### src/rtl/core/irsz_pkg.sv
// ----------------------------------------------------------------------------
// irsz_pkg
// shared widths, register indexes, mode codes and control structs of the
// image resize interpolator
// ----------------------------------------------------------------------------
package irsz_pkg;

	// default parameter values
	localparam int DEF_MAX_HEIGHT = 64;
	localparam int DEF_MAX_WIDTH  = 64;
	localparam int DEF_PIXEL_BITS = 16;
	localparam int DEF_FRAC_BITS  = 16;

	// fixed field widths
	localparam int O_W       = 12;              // output row / column
	localparam int ISZ_W     = 7;               // source size registers
	localparam int OSZ_W     = 13;              // output size registers
	localparam int A_W       = O_W + 1 + ISZ_W + 1; // signed mapping numerator
	localparam int D_W       = OSZ_W + 1;       // mapping denominator
	localparam int CFG_W     = 13;
	localparam int CFG_IDX_W = 3;
	localparam int VW_MARGIN = 8;               // headroom of the cubic datapath

	typedef enum logic [CFG_IDX_W-1:0] {
		REG_IN_HEIGHT  = 3'd0,
		REG_IN_WIDTH   = 3'd1,
		REG_OUT_HEIGHT = 3'd2,
		REG_OUT_WIDTH  = 3'd3,
		REG_SAMPLE     = 3'd4,
		REG_COORD_MAP  = 3'd5,
		REG_ROUND      = 3'd6
	} reg_idx_t;

	typedef enum logic [1:0] {
		SM_NEAREST  = 2'd0,
		SM_BILINEAR = 2'd1,
		SM_BICUBIC  = 2'd2
	} sample_mode_t;

	typedef enum logic [1:0] {
		CM_HALF    = 2'd0,
		CM_ASYM    = 2'd1,
		CM_ALIGN   = 2'd2,
		CM_PYTORCH = 2'd3
	} coord_map_t;

	typedef enum logic [1:0] {
		RM_FLOOR     = 2'd0,
		RM_CEIL      = 2'd1,
		RM_HALF_DOWN = 2'd2,
		RM_HALF_AWAY = 2'd3
	} round_mode_t;

	localparam logic ACT_LOAD    = 1'b0;
	localparam logic ACT_COMPUTE = 1'b1;

	// command to the interpolation engine
	typedef struct packed {
		logic start;
		logic lin;
	} eng_cmd_t;

endpackage

### src/rtl/core/irsz_horner.sv
// ----------------------------------------------------------------------------
// irsz_horner
// interpolation engine: catmull-rom cubic by horner steps on one shared
// multiplier, or a single linear step
// ----------------------------------------------------------------------------
module irsz_horner #(
	parameter int VW        = 40,
	parameter int FRAC_BITS = 16
) (
	input  logic                   clk,
	input  logic                   arst_n,
	input  irsz_pkg::eng_cmd_t     cmd,
	input  logic signed [VW-1:0]   p [4],
	input  logic [FRAC_BITS-1:0]   t,
	output logic                   done,
	output logic signed [VW-1:0]   res
);

	localparam int PW = VW + FRAC_BITS + 1;

	typedef enum logic [1:0] {E_IDLE, E_COEF, E_MUL, E_ADD} est_t;

	est_t                   st_q;
	logic [1:0]             step_q;
	logic                   lin_q;
	logic                   done_q;
	logic signed [VW-1:0]   res_q;
	logic signed [VW-1:0]   pv_q [4];
	logic [FRAC_BITS-1:0]   t_q;
	logic signed [VW-1:0]   h_q;
	logic signed [VW-1:0]   coef_q [3];
	logic signed [PW-1:0]   prod_q;
	logic signed [VW-1:0]   a2, b2, c2, d2, hn;

	// doubled catmull-rom coefficients
	always_comb begin
		a2 = -pv_q[0] + (pv_q[1] <<< 1) + pv_q[1] - (pv_q[2] <<< 1) - pv_q[2] + pv_q[3];
		b2 = (pv_q[0] <<< 1) - (pv_q[1] <<< 2) - pv_q[1] + (pv_q[2] <<< 2) - pv_q[3];
		c2 = pv_q[2] - pv_q[0];
		d2 = pv_q[1] <<< 1;
		hn = VW'(prod_q >>> FRAC_BITS) + coef_q[step_q];
	end

	always_ff @(posedge clk or negedge arst_n) begin
		if (!arst_n) begin
			st_q   <= E_IDLE;
			step_q <= '0;
			lin_q  <= 1'b0;
			done_q <= 1'b0;
			res_q  <= '0;
		end else begin
			done_q <= 1'b0;
			case (st_q)
				E_IDLE: begin
					if (cmd.start) begin
						lin_q <= cmd.lin;
						st_q  <= E_COEF;
					end
				end
				E_COEF: begin
					step_q <= '0;
					st_q   <= E_MUL;
				end
				E_MUL: begin
					st_q <= E_ADD;
				end
				E_ADD: begin
					if (lin_q || step_q == 2'd2) begin
						res_q  <= lin_q ? hn : (hn >>> 1);
						done_q <= 1'b1;
						st_q   <= E_IDLE;
					end else begin
						step_q <= step_q + 1'b1;
						st_q   <= E_MUL;
					end
				end
				default: st_q <= E_IDLE;
			endcase
		end
	end

	always_ff @(posedge clk) begin
		case (st_q)
			E_IDLE: begin
				if (cmd.start) begin
					pv_q <= p;
					t_q  <= t;
				end
			end
			E_COEF: begin
				if (lin_q) begin
					h_q       <= pv_q[1] - pv_q[0];
					coef_q[0] <= pv_q[0];
				end else begin
					h_q       <= a2;
					coef_q[0] <= b2;
					coef_q[1] <= c2;
					coef_q[2] <= d2;
				end
			end
			E_MUL: begin
				prod_q <= PW'(h_q) * PW'($signed({1'b0, t_q}));
			end
			E_ADD: begin
				h_q <= hn;
			end
			default: begin
			end
		endcase
	end

	assign done = done_q;
	assign res  = res_q;

endmodule

### config.mk
export PLATFORM = sky130hd
export DESIGN_NAME = irsz_horner
export DESIGN_NICKNAME = d
export VERILOG_FILES = /design/src/rtl/core/irsz_pkg.sv /design/src/rtl/core/irsz_horner.sv
export SDC_FILE = /design/constraint.sdc
export NUM_CORES = 2
export LEC_CHECK = 0
export ABC_AREA = 1
export BUFFER_PORTS_ARGS = -buffer_cell sky130_fd_sc_hd__buf_2
export CORE_MARGIN = 2
export CORE_UTILIZATION = 40
export DETAILED_ROUTE_END_ITERATION = 10
export SETUP_SLACK_MARGIN = 0.05
export SYNTH_ARGS = -nofsm -noshare
export SYNTH_HDL_FRONTEND = slang
export SYNTH_SLANG_ARGS = --single-unit
### constraint.sdc
create_clock -name clk -period 22.5 [get_ports clk]
set_clock_uncertainty 0.1 [all_clocks]
set_input_delay 3.375 -clock clk [delete_from_list [all_inputs] [get_ports clk]]
set_output_delay 3.375 -clock clk [all_outputs]
set_load 0.03 [all_outputs]
Word level (Yosys, flattened, before mapping) --
Memory sizes are Yosys's and may differ from the RTL's. Cells that the tools add are included.
Storage, ports and cells: memories kept 1, RAM bits 120, input port bits 180, logic and storage cells 58, bits in registers 318, output and inout bits 41
Memory list:
- coef_q | words 3, width 40, read ports 1, clocked after Yosys merged registers in 0, wr ports 3, line irsz_horner.sv:31 | logic signed [VW-1:0] coef_q [3];
Operators by class: $mul 1, reduce and logical (&&, ||, !) cells 6, bitwise gates (word level) 1, equal/unequal tests 6, muxes and demuxes 17, $add $sub $neg 14
Operators by type and width (number):
- 40-bit subtractor | 7
- 40-bit adder | 5
- 40-bit 2-to-1 mux | 2
- 40-bit case mux with 2 select lines | 1
- 40-bit by 17-bit multiplier with 56-bit output | 1
- 40-bit negation | 1
- 39-bit 2-to-1 mux | 1
- 1-bit 2-to-1 mux | 8
- 2-bit case mux with 4 select lines | 1
- 2-bit == test, second input constant | 3
- 2-bit 2-to-1 mux | 3
- 2-bit AND reduction | 3
- 2-bit inequality test, second input constant | 2
- 2-bit case mux with 2 select lines | 1
- 2-bit by 1-bit adder with 2-bit output, second input constant | 1
- 2-bit by 1-bit == test with 1-bit output, second input constant | 1
- 2-bit logical NOT | 1
- 2-bit nonzero test | 1
- 1-bit logical OR | 1
- 1-bit bitwise OR | 1

Logic depth before layout (Yosys ltp) --
word-level depth 8, mapped depth 30, gate-level depth less buffers 29

Least setup slack after synthesis --
No wires, ideal clock.
path type input-to-reg, from input port cmd[1] in the netlist's numbering, to register lin_q, buffers on the path 0, required time 21.753 ns, stages on the path 3, slack 6.040 ns, setup time 0.647 ns, data arrival time 15.713 ns, path through inv_1 nor3_1 o21ai_0
On the way: word-level cells in the longest chain between the ends 1
RTL lines:
- start, declared | line irsz_horner.sv:12 | input irsz_pkg::eng_cmd_t cmd,
- 2-bit AND reduction (no line)
- end signal, assigned | line irsz_horner.sv:56 | lin_q <= cmd.lin;
- end, declared | line irsz_horner.sv:25 | logic lin_q;
Every way passes these cells. A chain may end at the register's enable or synchronous reset.

Worst setup path in the final report --
from register t_q[2], to register prod_q[54], data pin
On the way: word-level cells in the longest chain between the ends 1
RTL lines:
- start, declared | line irsz_horner.sv:29 | logic [FRAC_BITS-1:0] t_q;
- start signal, assigned | line irsz_horner.sv:87 | t_q <= t;
- 40-bit by 17-bit multiplier with 56-bit output | line irsz_horner.sv:102 | prod_q <= PW'(h_q) * PW'($signed({1'b0, t_q}));
- end signal, assigned | line irsz_horner.sv:102
- end, declared | line irsz_horner.sv:32 | logic signed [PW-1:0] prod_q;
Every way passes these cells.

==> results.toml <==
[status]
status = "finished, final reports clean"

[hold_path]
hold_depth = 2
hold_start = "res[33]$_DFFE_PN0P_"
hp-class = "reg -> reg"
min_to = "res[33]$_DFFE_PN0P_"

[final_layout]
nFillCells = 15090
drive_gt1_frac = 0.05588
syn_to_final_growth_pct = 8.611
layoutNonFillerInstCount = 9770
post-route-util = 0.4368
regArea_sq_um = 12420
multi_input_area_sq_um = 39260
layout.nets = 9161

[logic_synthesis]
ys.flop_type = "edfxtp_1"
synth.top_cell.area_share = 0.2913
yosys.area.top_type = "fa_1"
async_flop_share = 0.1093
yosysWarningCount = 0
avgSynthCellArea_sq_um = 7.728
synth_top_family_by_area = "adder cells"
synthSimpleGateAreaFrac = 0.2192
postSynthNetCount = 9035
synthCells = 7666
syn_area_sq_um = 59240
synth_compound_area_frac = 0.06528
synth-xor-area-share = 0.01713
ys_seq_area_frac = 0.2095
synth_edf_count = 375
ys_ff_latch = 421
synth_fa_ha_area_frac = 0.3604
synth.distinct_cells = 49
muxShareOfSynthArea = 0.0001901
synth_area_leaders = "fa_1 (29%), edfxtp_1 (19%), nand2_1 (14%)"

[global_route]
grtUsageTotal = 0.2978
grt_max_degree = 105
grt_pass1_vias = 53050
grt_pass1_wl_microns = 332300
overflow = 0
antenna_found_initial = 8

[setup_path]
start_kind = "flop"
r2r.worst_path.cells = 23
reg2reg_to = "prod_q[54]$_DFFE_PP_"
worstPathArrival_ns = 7.26
endpoint_kind = "flop"
cp_max_fo = 40
path_class = "reg -> reg"
r2r_slack_ns = 15.58
r2r-start = "t_q[2]$_DFFE_PP_"
crit_required_ns = 22.84

[clocking]
htreeDepth = 2
clk_pin_slew_ns = 0.06
cts_buffers = 58
postCtsSetupRepairBufs = 0
cts_sinks = 421
cts-root-buf = "clkbuf_16"
cts-resized-gates = 0
clk_latency_ns = 0.71
clockBufferDepth = 3
cts_tree = "built"
ctsHoldBuffers = 0

[die]
row_count = 141
die_x_microns = 388.8
io_pins = 221
die-area_sq_um = 151200
core_sq_um = 147300
start_util = 0.4022
die_h_microns = 388.8

[timing]
drv_slew = 0
finalHoldViolations = 0
fin_crit_ns = 6.921
setup_viol = 0
min_period_over_period = 0.3076
max_freq_mhz = 144.5
slew_headroom = 0.2421
worst_pin_slew_ns = 1.128
final.setup.tns_ns = 0
rsz0062_at_grt = "no"

[drt]
ant_nets = 0
drt-pass1-iter-count = 7
route.detailed.drc = 0
vias = 50240
drt-vias-per-instance = 5.143
drt_iter0_drc = 3639
routed_wl_microns = 222000
avgRoutedWirePerCell_microns = 22.72

[flow_run]
drv_cap = 0

[place]
place.gp.congestion = 0.9937
dp_hpwl_microns = 187200
portBuffers = 220
dp.cells = 9662
-- synth_stat cells (4+ instances only) --
library cell,count
or2_2,5
o21ai_2,4
ha_1,327
nor3_1,37
nor2_1,519
fa_1,862
edfxtp_1,375
nand3b_1,25
and3_1,8
nor4_1,5
nand2_1,2214
xnor2_1,44
nand2_2,17
a31oi_1,33
a21o_1,20
o211ai_1,8
or2_1,4
nor2_2,21
a21oi_2,7
xor2_1,70
o21bai_1,43
o22a_1,6
inv_1,1814
dfrtp_1,46
nand3_2,7
o21ai_0,204
a21boi_0,9
clkbuf_1,185
o21a_1,9
nand4_1,59
buf_2,15
a21oi_1,325
o21ai_1,25
nand3_1,287
-- how the worst max path moves through the flow --
| stage | startpoint | to | depth (start not counted) |
|---|---|---|---|
| floorplan | cmd[1] | lin_q$_DFFE_PN0P_ | 3 |
| global placement | t_q[2]$_DFFE_PP_ | prod_q[54]$_DFFE_PP_ | 23 |
| detailed placement | t_q[2]$_DFFE_PP_ | prod_q[54]$_DFFE_PP_ | 23 |
| CTS | h_q[21]$_DFFE_PP_ | prod_q[37]$_DFFE_PP_ | 17 |
| global route | h_q[39]$_DFFE_PP_ | prod_q[54]$_DFFE_PP_ | 22 |
| finish | t_q[2]$_DFFE_PP_ | prod_q[54]$_DFFE_PP_ | 23 |
-- cells by family after synthesis --
family          count (synthesis)
buf+inv                      2020
simple gates                 3219
mux                             1
compound gates                701
flops                         421
xor+xnor                      115
fa+ha+maj                    1189
-- flip-flops by register name, indices dropped and copies added, names as in the netlist, 2 cells and up --
name,cells
t_q,16
coef_q,119
step_q,2
h_q,40
d2,39
res,40
prod_q,40
pv_q,121
st_q,2
-- layout make-up --
type / instances / area share
flip-flops and latches: 421 / 0.1930
well taps: 1930 / 0.03753
diodes: 2 / 0.00007778
inverters: 1820 / 0.1062
multi-input cells: 5225 / 0.6102
repair buffers: 266 / 0.02267
clock inverters: 35 / 0.006048
clock buffers: 71 / 0.02429
-- layer usage --
layer	part of all wire	GRT usage	vias to the layer above
met5	0.00021	0	-
met1	0.39	0.3580	24700
met2	0.49	0.5229	1675
li1	-	-	23380
met3	0.049	0.03250	475
met4	0.064	0.1605	8
-- cell usage in the layout (no fill, tap or decap), types with 36 or more instances in the layout --
| cell type | netlist | final |
|---|---|---|
| nand3_1 | 287 | 287 |
| nand2_1 | 2214 | 2213 |
| buf_4 | 0 | 45 |
| buf_2 | 15 | 220 |
| o21bai_1 | 43 | 43 |
| nor3_1 | 37 | 36 |
| a21oi_1 | 325 | 325 |
| edfxtp_1 | 375 | 375 |
| ha_1 | 327 | 327 |
| fa_1 | 862 | 862 |
| nand4_1 | 59 | 59 |
| o21ai_0 | 204 | 204 |
| xnor2_1 | 44 | 44 |
| clkbuf_16 | 0 | 60 |
| nor2_1 | 519 | 516 |
| xor2_1 | 70 | 70 |
| inv_1 | 1814 | 1814 |
| dfrtp_1 | 46 | 44 |
-- per-stage QoR --
| stage | area, sq um | hold WS [ns] | worst slack, ns |
|---|---|---|---|
| after detailed placement | 62390 | 0.3741 | 15.59 |
| after floorplan | 59240 | 0.3884 | 6.040 |
| after global placement | 62390 | 0.3665 | 15.60 |
| after global routing | 64340 | 0.4131 | 15.33 |
| after CTS | 64340 | 0.3876 | 15.57 |
| final | 64340 | 0.3864 | 15.58 |
-- worst max-delay path, stage by stage, from the launching register on --
cell and delay, ns:
edfxtp_1 0.35, buf_4 0.32, nand2_1 0.21, inv_1 0.10, fa_1 0.74, inv_1 0.11
fa_1 0.54, inv_1 0.19, fa_1 0.55, inv_1 0.06, fa_1 0.53, inv_1 0.05
fa_1 0.47, inv_1 0.05, fa_1 0.47, inv_1 0.04, ha_1 0.34, inv_1 0.10
nor3_1 0.38, inv_1 0.12, nor3_1 0.39, nand3_1 0.24, nand4_1 0.14, nand2_1 0.06
Power is left out: the tool's default activity adds up to more than one toggle a clock period on the data nets, which glitch-free logic cannot reach.
