**config.mk**
```make
export PLATFORM = sky130hd
export DESIGN_NAME = irsz_div
export DESIGN_NICKNAME = d
export VERILOG_FILES = /design/src/rtl/core/irsz_div.sv
export SDC_FILE = /design/constraint.sdc
export NUM_CORES = 1
export LEC_CHECK = 0
export BUFFER_PORTS_ARGS = -buffer_cell sky130_fd_sc_hd__buf_2
export CAP_MARGIN = 40
export CORE_ASPECT_RATIO = 1.1
export CORE_UTILIZATION = 50
export CTS_BUF_LIST = sky130_fd_sc_hd__clkbuf_16
export CTS_CLUSTER_DIAMETER = 120
export DETAILED_ROUTE_END_ITERATION = 8
export PLACE_DENSITY = 0.72
export SYNTH_ARGS = -nofsm -noshare
export SYNTH_HDL_FRONTEND = slang
export SYNTH_SLANG_ARGS = --single-unit
```
**constraint.sdc**
```tcl
create_clock -name clk -period 4.7 [get_ports clk]
set_input_delay 0.235 -clock clk [delete_from_list [all_inputs] [get_ports clk]]
set_output_delay 0.235 -clock clk [all_outputs]
set_load 0.01 [all_outputs]
```
**src/rtl/core/irsz_div.sv**
```systemverilog
// ----------------------------------------------------------------------------
// irsz_div
// restoring divider, one quotient bit a cycle, signed result floored
// ----------------------------------------------------------------------------
module irsz_div #(
	parameter int NW = 36,
	parameter int DW = 14
) (
	input  logic              clk,
	input  logic              arst_n,
	input  logic              start,
	input  logic              neg,
	input  logic [NW-1:0]     mag,
	input  logic [DW-1:0]     den,
	output logic              done,
	output logic signed [NW:0] quo
);

	localparam int CNTW = $clog2(NW + 1);

	logic            busy_q;
	logic            done_q;
	logic [CNTW-1:0] cnt_q;
	logic            neg_q;
	logic [NW-1:0]   qn_q;
	logic [DW-1:0]   rem_q;
	logic [DW-1:0]   den_q;
	logic [DW:0]     rem_sh;
	logic            qbit;
	logic [DW:0]     rem_sub;

	always_comb begin
		rem_sh  = {rem_q, qn_q[NW-1]};
		rem_sub = rem_sh - {1'b0, den_q};
		qbit    = (rem_sh >= {1'b0, den_q});
	end

	always_ff @(posedge clk or negedge arst_n) begin
		if (!arst_n) begin
			busy_q <= 1'b0;
			done_q <= 1'b0;
			cnt_q  <= '0;
		end else begin
			done_q <= 1'b0;
			if (start) begin
				busy_q <= 1'b1;
				cnt_q  <= CNTW'(NW);
			end else if (busy_q) begin
				cnt_q <= cnt_q - 1'b1;
				if (cnt_q == CNTW'(1)) begin
					busy_q <= 1'b0;
					done_q <= 1'b1;
				end
			end
		end
	end

	always_ff @(posedge clk) begin
		if (start) begin
			neg_q <= neg;
			qn_q  <= mag;
			rem_q <= '0;
			den_q <= den;
		end else if (busy_q) begin
			qn_q  <= {qn_q[NW-2:0], qbit};
			rem_q <= qbit ? rem_sub[DW-1:0] : rem_sh[DW-1:0];
		end
	end

	// negative numerator: floor means one more in magnitude on a remainder
	always_comb begin
		if (!neg_q) begin
			quo = $signed({1'b0, qn_q});
		end else if (rem_q != '0) begin
			quo = -$signed({1'b0, qn_q}) - (NW+1)'(1);
		end else begin
			quo = -$signed({1'b0, qn_q});
		end
	end

	assign done = done_q;

endmodule

```
# == Word-level counts from Yosys, hierarchy flattened ==
# Cells that the tools add are included.
# totals
reg_bits,73
word_cells,28
# op_classes
n_addsub,4
n_lt_le_gt_ge,1
eq_ne,1
n_mux,13
n_reduce_logical,2
# ops
operator,n
two-way mux 37 bit,2
two-way mux 36 bit,2
negation 36 -> 37 bit,1
"subtractor 37 x 2 -> 37 bit, second input constant",1
greater-or-equal comparator 15 x 14 -> 1 bit,1
two-way mux 14 bit,1
nonzero test 14 bit,1
subtractor 14 bit,1
two-way mux 6 bit,2
"equality test 6 x 1 -> 1 bit, second input constant",1
two-way mux 1 bit,6
"subtractor 6 x 1 -> 6 bit, second input constant",1
nonzero test 2 bit,1

# == Longest topological paths before layout ==
# Gate-level depths: netlist of run 1.
# logic_depth
word_depth,4
ltp_mapped,13
depth_no_buf,12

# == Worst setup path after synthesis of run 1 ==
# OpenSTA, ideal clock, no wires.
# synth_timing
kind,reg2out
startpoint,register qn_q[0]
endpoint,output port quo[32]
t_arrival_ns,3.181
required_ns,4.465
setup_slack_ns,1.284
path_stages_with_launch,13
n_path_buf,1
cell_sequence,edfxtp_1 > clkbuf_1 > inv_1 > ha_1 > nor4b_4 > nand3_2 > or4_1 > a21o_2 > a211oi_4 > and3_1 > a21oi_1 > nor3_1 > xor2_1
# synth_via
elab_chain_cells,4
# synth_rtl
element,line_no,source
from (decl),25,logic [NW-1:0] qn_q;
from (signal assigned),61,qn_q <= mag;
from (signal assigned),65,"qn_q <= {qn_q[NW-2:0], qbit};"
negation 36 -> 37 bit *,"75, 77",
subtractor 37 x 2 -> 37 bit,75,"quo = -$signed({1'b0, qn_q}) - (NW+1)'(1);"
two-way mux 37 bit *,74,end else if (rem_q != '0) begin
two-way mux 37 bit *,72,if (!neg_q) begin
to (decl),16,output logic signed [NW:0] quo
# Mark *: on every way between the ends. The rest lies on a longest branch, timed or not.

# == Worst setup path in the final report of run 1 ==
# layout_timing
startpoint,register qn_q[0]
endpoint,output port quo[36]
# Same word-level chain as after synthesis.

==> run_results.csv, run 1 <==
group,metric,value,unit
synthesis,yosys.area.top_type,"edfxtp_1",
floorplan,core.rowCount,41,
floorplan,die_w,105,µm
clock_tree,cts_made_buffers,9,
synthesis,ys_ff_latch,73,
global_route,globalRouteOverflowTotal,0,
clock_tree,clock-sinks,73,
synthesis,post_synth_num_cell_types,85,
worst_setup_path,cp_data_arrival_time,3.98,ns
clock_tree,postCtsResizedCells,0,
routing,wl_per_cell,16.6,µm
worst_setup_path,endpoint_kind,"output pin",
sta,hold_viol,0,
clock_tree,h-tree-depth,3,
final_layout,final_area,6680,µm²
sta,setup-tns-final,0,ns
floorplan,die_y,116,µm
final_layout,num_antenna_cells,0,
global_route,grt_max_degree,45,
sta,fmax,237,MHz
worst_setup_path,path_buf_inv,2,
global_route,grt_use_total,24.1,%
clock_tree,cts_tree,"yes",
routing,drc_errors,0,
synthesis,synth-edff-count,51,
pwr,power_density,300,nW/µm²
sta,setup_viol,0,
global_route,grtUsageMet2,41.2,%
run,max_cap_violations,0,
pwr,ir_worst_vdd,0.193,mV
floorplan,start_util,51.2,%
worst_setup_path,slowest_stage,"or4_1",
worst_setup_path,crit_type,"register to output pin",
clock_tree,clk_pin_slew,0.06,ns
final_layout,post-route-util,58.4,%
sta,fin_crit,4.22,ns
worst_setup_path,critPathMaxStageDelay,0.54,ns
sta,worstMarginPinSlew,0.928,ns
global_route,grt_pass1_vias,4794,
routing,drtIter0Drc,380,
floorplan,ios,92,
global_route,grt_pass1_wl,23300,µm
clock_tree,clock_path_buffers,2,
placement,dp_cells,843,
worst_setup_path,required,4.47,ns
pwr,leakage,2.64,nW
global_route,met1_usage,29.9,%
synthesis,synthArstFlopShare,11.0,%
sta,setup_slack,0.481,ns
global_route,gr-max-usage-layer,"met2",
sta,slew_headroom,38.2,%
final_layout,syn2layout_area_growth,14.0,%
synthesis,syn_inst,629,
final_layout,nets,778,
synthesis,netlist_area,5860,µm²
synthesis,synth_nets,702,
floorplan,core,11400,µm²
sta,period_share,89.8,%
synthesis,avgSynthCellArea,9.32,µm²
synthesis,yosys_most_used_dff,"edfxtp_1",
global_route,antenna_found_initial,0,
final_layout,layout-drive-gt1-share,24.6,%
final_layout,final_cells,860,
worst_hold_path,hp-class,"input port to register",
worst_setup_path,critPathLaunchType,"register",
routing,vias,5136,
placement,placed_area,6390,µm²
floorplan,die_area,12200,µm²
routing,ant_nets,0,
placement,dpl_worst_slack,0.868,ns
status,status,"complete, no violations",
sta,fin_hold_ws,0.0746,ns
sta,rsz0062_at_grt,"false",
worst_setup_path,worstPathCellList,"inv_1, ha_1, nor4b_4, nand3_2, or4_1, a21o_2, a211oi_4, nand4_1, o311a_1, nor3_1, buf_2",
routing,routed_wl,14300,µm
global_route,use_met3,4.33,%
worst_setup_path,worstPathMaxFanout,14,
placement,place_congestion,0.910,
pwr,power,2.01,mW
synthesis,netlist.area_leader.share,26.1,%
placement,port-buffer-count,91,
routing,vias_per_cell,5.97,
synthesis,seq_area_frac_synth,34.3,%
worst_setup_path,cp_top_family,"simple AND/OR/NAND/NOR gates",
placement,dp_hpwl,10500,µm
routing,dr.pass1.iters,5,
clock_tree,clock-root-buffer,"clkbuf_16",
sta,maxSlewViolCount,0,
clock_tree,clock_latency,0.34,ns
sta,skew,0.0121,ns
synthesis,yosys-top-cells-area,"edfxtp_1 (26%), xnor2_1 (7.9%), mux2_2 (6.3%)",
synthesis,synth_warnings,0,
[where the power goes]
part	switching, mW	total [mW]	internal, mW
clock network	0.275	0.659	0.384
logic	0.260	0.494	0.233
registers	0.0989	0.855	0.756
[final timing paths]
check | from | end | slack (ns) | cells past startpoint
min in group asynchronous | arst_n | cnt_q[2] | 0.27 | 2
max in group asynchronous | arst_n | cnt_q[0] | 4.25 | 2
min reg2reg | cnt_q[5] | cnt_q[5] | 0.53 | 2
max reg2reg | den_q[1] | rem_q[0] | 1.36 | 11
max | qn_q[0] | quo[36] | 0.48 | 11
min | den[9] | den_q[9] | 0.07 | 1
[layer usage]
layer / up-vias / wire [µm]
met2: 203 / 6890
met1: 2414 / 6170
met5: - / 0
li1: 2482 / -
met4: 0 / 420
met3: 37 / 794
[registers in the layout (all words and copies together), names as in the netlist]
| signal | flops |
|---|---|
| neg_q | 1 |
| den_q | 14 |
| done | 1 |
| qn_q | 36 |
| cnt_q | 6 |
| rem_q | 14 |
| busy_q | 1 |
[cell families after synthesis]
group / count (synthesis) / share of synthesized area [%]
compound gates: 121 / 14.5
xor+xnor: 67 / 10.1
fa+ha+maj: 19 / 4.19
buf+inv: 67 / 5.38
flops: 73 / 34.3
mux: 47 / 8.76
simple gates: 235 / 22.7
[cell type report]
class / count / area [µm²]
inverters: 32 / 120
clock inverters: 6 / 32.5
clock buffers: 10 / 250
multi-input cells: 489 / 3530
well taps: 150 / 188
fillers: 983 / 4760
repair buffers: 100 / 546
flip-flops and latches: 73 / 2010
[cell usage in the layout (no fill, tap or decap), drive strengths merged, types with 5 or more instances in the layout]
cell type and n:
inv 33, nand2 43, nand4 12, nor2b 5
nand2b 6, or2 5, clkbuf 10, nor4 18
o21ai 32, mux2i 13, xor2 14, xnor2 53
edfxtp 51, a21oi 21, buf 99, or4 6
nor2 57, dfxtp 14, a21o 5, or3 11
nand3 22, nor3 26, a211oi 17, mux2 34
ha 18, dfrtp 8
[cell usage after synthesis (all sizes together), types with 3 or more instances]
cell	count
or3	11
and2	3
o41ai	3
nand3	22
o21ai	32
o21a	4
nand2	43
a211oi	17
nand3b	3
o211ai	4
nor4b	3
mux2i	13
a21oi	21
dfxtp	14
or4	6
a31oi	3
and3	4
nor2b	5
ha	18
nand2b	6
or2	5
nor3	26
a21o	5
nor2	57
o311a	4
nor4	18
buf	15
clkbuf	19
dfrtp	8
mux2	34
edfxtp	51
xnor2	53
xor2	14
and4	3
inv	32
nand4b	4
nand4	12
[repair_timing]
action | 4_1_cts | 5_1_grt
hold endpoints to repair | 8 | 0
setup buffers | 0 | 0
hold buffers | 1 | 0
Note: power is estimated with default switching activity, not from simulation.
==> run 2, diff against run 1 <==
CORE_ASPECT_RATIO = not set   (was 1.1)
CORE_MARGIN = 2   (was not set)
==> run_results.csv, run 2 (synthesis gave the netlist of run 1 again) <==
group,metric,value,unit
global_route,grt_use_total,23.1,%
sta,maxSlewViolCount,0,
clock_tree,cts_made_buffers,9,
status,status,"complete, no violations",
floorplan,die_w,112,µm
worst_setup_path,critPathMaxStageDelay,0.54,ns
clock_tree,postCtsResizedCells,0,
clock_tree,clock-root-buffer,"clkbuf_16",
final_layout,final_area,6730,µm²
routing,drtIter0Drc,347,
sta,setup_viol,0,
final_layout,largest-register,"qn_q",
routing,vias,5074,
final_layout,syn2layout_area_growth,14.8,%
pwr,p_seq_share,40.8,%
worst_hold_path,hp-class,"input port to register",
global_route,grt_pass1_wl,23600,µm
floorplan,die_area,12600,µm²
final_layout,num_antenna_cells,0,
pwr,leakage,2.67,nW
final_layout,nets,779,
routing,dr.pass1.iters,5,
worst_setup_path,cp_data_arrival_time,4.08,ns
clock_tree,clock-sinks,73,
final_layout,final_common_cell,"buf_2",
worst_setup_path,critPathLaunchType,"register",
pwr,ir_worst_vdd,0.296,mV
final_layout,final_cell_mix,"buf_2 (91), nor2_1 (57), xnor2_1 (53), edfxtp_1 (51), nand2_1 (43)",
sta,fmax,232,MHz
pwr,power_frac_comb,23.5,%
worst_setup_path,path_buf_inv,3,
routing,routed_wl,14300,µm
routing,wl_per_cell,16.7,µm
worst_setup_path,slowest_stage,"or4_1",
sta,setup-tns-final,0,ns
worst_setup_path,required,4.47,ns
final_layout,largestRegisters,"qn_q: 36 flops, den_q: 14 flops, rem_q: 14 flops",
placement,port-buffer-count,91,
floorplan,core,11400,µm²
run,max_cap_violations,0,
routing,drc_errors,0,
sta,fin_crit,4.32,ns
floorplan,start_util,51.3,%
clock_tree,cts_tree,"yes",
sta,skew,0.00643,ns
pwr,power,2.09,mW
clock_tree,clock_path_buffers,2,
sta,worstMarginPinSlew,0.735,ns
floorplan,core.rowCount,39,
final_layout,largest_reg_flops,36,
final_layout,n_fill_cell,1036,
sta,hold_viol,0,
worst_setup_path,reg2reg_from,"den_q[1]",
routing,ant_nets,0,
clock_tree,h-tree-depth,3,
placement,placed_area,6390,µm²
floorplan,ios,92,
final_layout,layout-drive-gt1-share,25.2,%
worst_setup_path,worstPathMaxFanout,14,
sta,period_share,91.9,%
final_layout,post-route-util,58.9,%
sta,rsz0062_at_grt,"false",
pwr,power_density,311,nW/µm²
worst_setup_path,cp_top_family,"simple AND/OR/NAND/NOR gates",
global_route,grt_pass1_vias,4841,
worst_setup_path,crit_type,"register to output pin",
placement,place_congestion,0.922,
worst_setup_path,endpoint_kind,"output pin",
placement,dp_hpwl,10700,µm
clock_tree,post_cts_buffers,0,
sta,slew_headroom,51.0,%
pwr,internal_power,1.45,mW
clock_tree,clock_latency,0.35,ns
global_route,globalRouteOverflowTotal,0,
sta,fin_hold_ws,0.0582,ns
pwr,p_sw_share,30.9,%
routing,vias_per_cell,5.94,
clock_tree,clk_pin_slew,0.06,ns
global_route,antenna_found_initial,0,
pwr,clkPwrFrac,35.7,%
worst_setup_path,worstPathCellList,"inv_1, ha_1, nor4b_4, buf_4, nand3_2, or4_1, a21o_2, a211oi_4, and2_2, a21oi_1, a211oi_2, xnor2_1, buf_2",
worst_hold_path,hold_start,"den[12]",
pwr,p_sw,647,µW
floorplan,die_y,112,µm
global_route,grt_max_degree,45,
worst_setup_path,crit_start,"qn_q[0]",
## run 2: metal layers
| metal | up-vias | global-route usage (%) | wire length (µm) |
|---|---|---|---|
| met5 | - | 0 | 0 |
| met3 | 21 | 5.51 | 891 |
| met2 | 189 | 38.0 | 6700 |
| met4 | 0 | 7.24 | 257 |
| li1 | 2482 | - | - |
| met1 | 2382 | 30.3 | 6410 |
## run 2: path summary, 6_finish.rpt
kind / endpoint / slack, ns / cells past startpoint
max: quo[25] / 0.38 / 13
min: den_q[12] / 0.06 / 1
max reg2reg: rem_q[0] / 1.36 / 11
min reg2reg: rem_q[8] / 0.53 / 2
max in group asynchronous: cnt_q[3] / 4.26 / 2
min in group asynchronous: cnt_q[0] / 0.26 / 2
## run 2: power by group through the flow
stage | Combinational [mW] | Clock [mW] | Sequential [mW]
6_report | 0.492 | 0.748 | 0.855
5_1_grt | 0.543 | 0.793 | 0.865
4_1_cts | 0.494 | 0.762 | 0.853
3_5_place_dp | 0.490 | 0 | 0.866
3_3_place_gp | 0.477 | 0 | 0.863
2_1_floorplan | 0.386 | 0 | 0.811
## run 2: worst reg2reg max path, stage by stage (launching register included)
cell      delay, ns
edfxtp_1       0.43
inv_1          0.08
ha_1           0.23
nor2b_1        0.14
o21a_1         0.17
o21ai_0        0.21
a21oi_1        0.17
o41a_1         0.38
o21ai_0        0.30
a211o_1        0.52
mux2_2         0.40
a211oi_1       0.22
## run 2: cell type report
type	instances	area [µm²]	share of cell area [%]
repair buffers	101	553	8.22
clock buffers	12	300	4.46
clock inverters	4	32.5	0.483
multi-input cells	489	3530	52.5
inverters	32	120	1.79
flip-flops and latches	73	2010	29.9
well taps	143	179	2.66
## run 2: repair_timing
action,in CTS,in global routing
hold buffers,1,0
hold endpoints to repair,8,0
endpoints found under the setup margin,0,0
## run 2: per-stage QoR
| stage | cells | setup WS [ns] |
|---|---|---|
| after floorplan | 629 | 1.28 |
| after global placement | 836 | 0.927 |
| after detailed placement | 837 | 0.793 |
| after CTS | 854 | 0.416 |
| after global routing | 854 | 0.0907 |
| final | 854 | 0.381 |
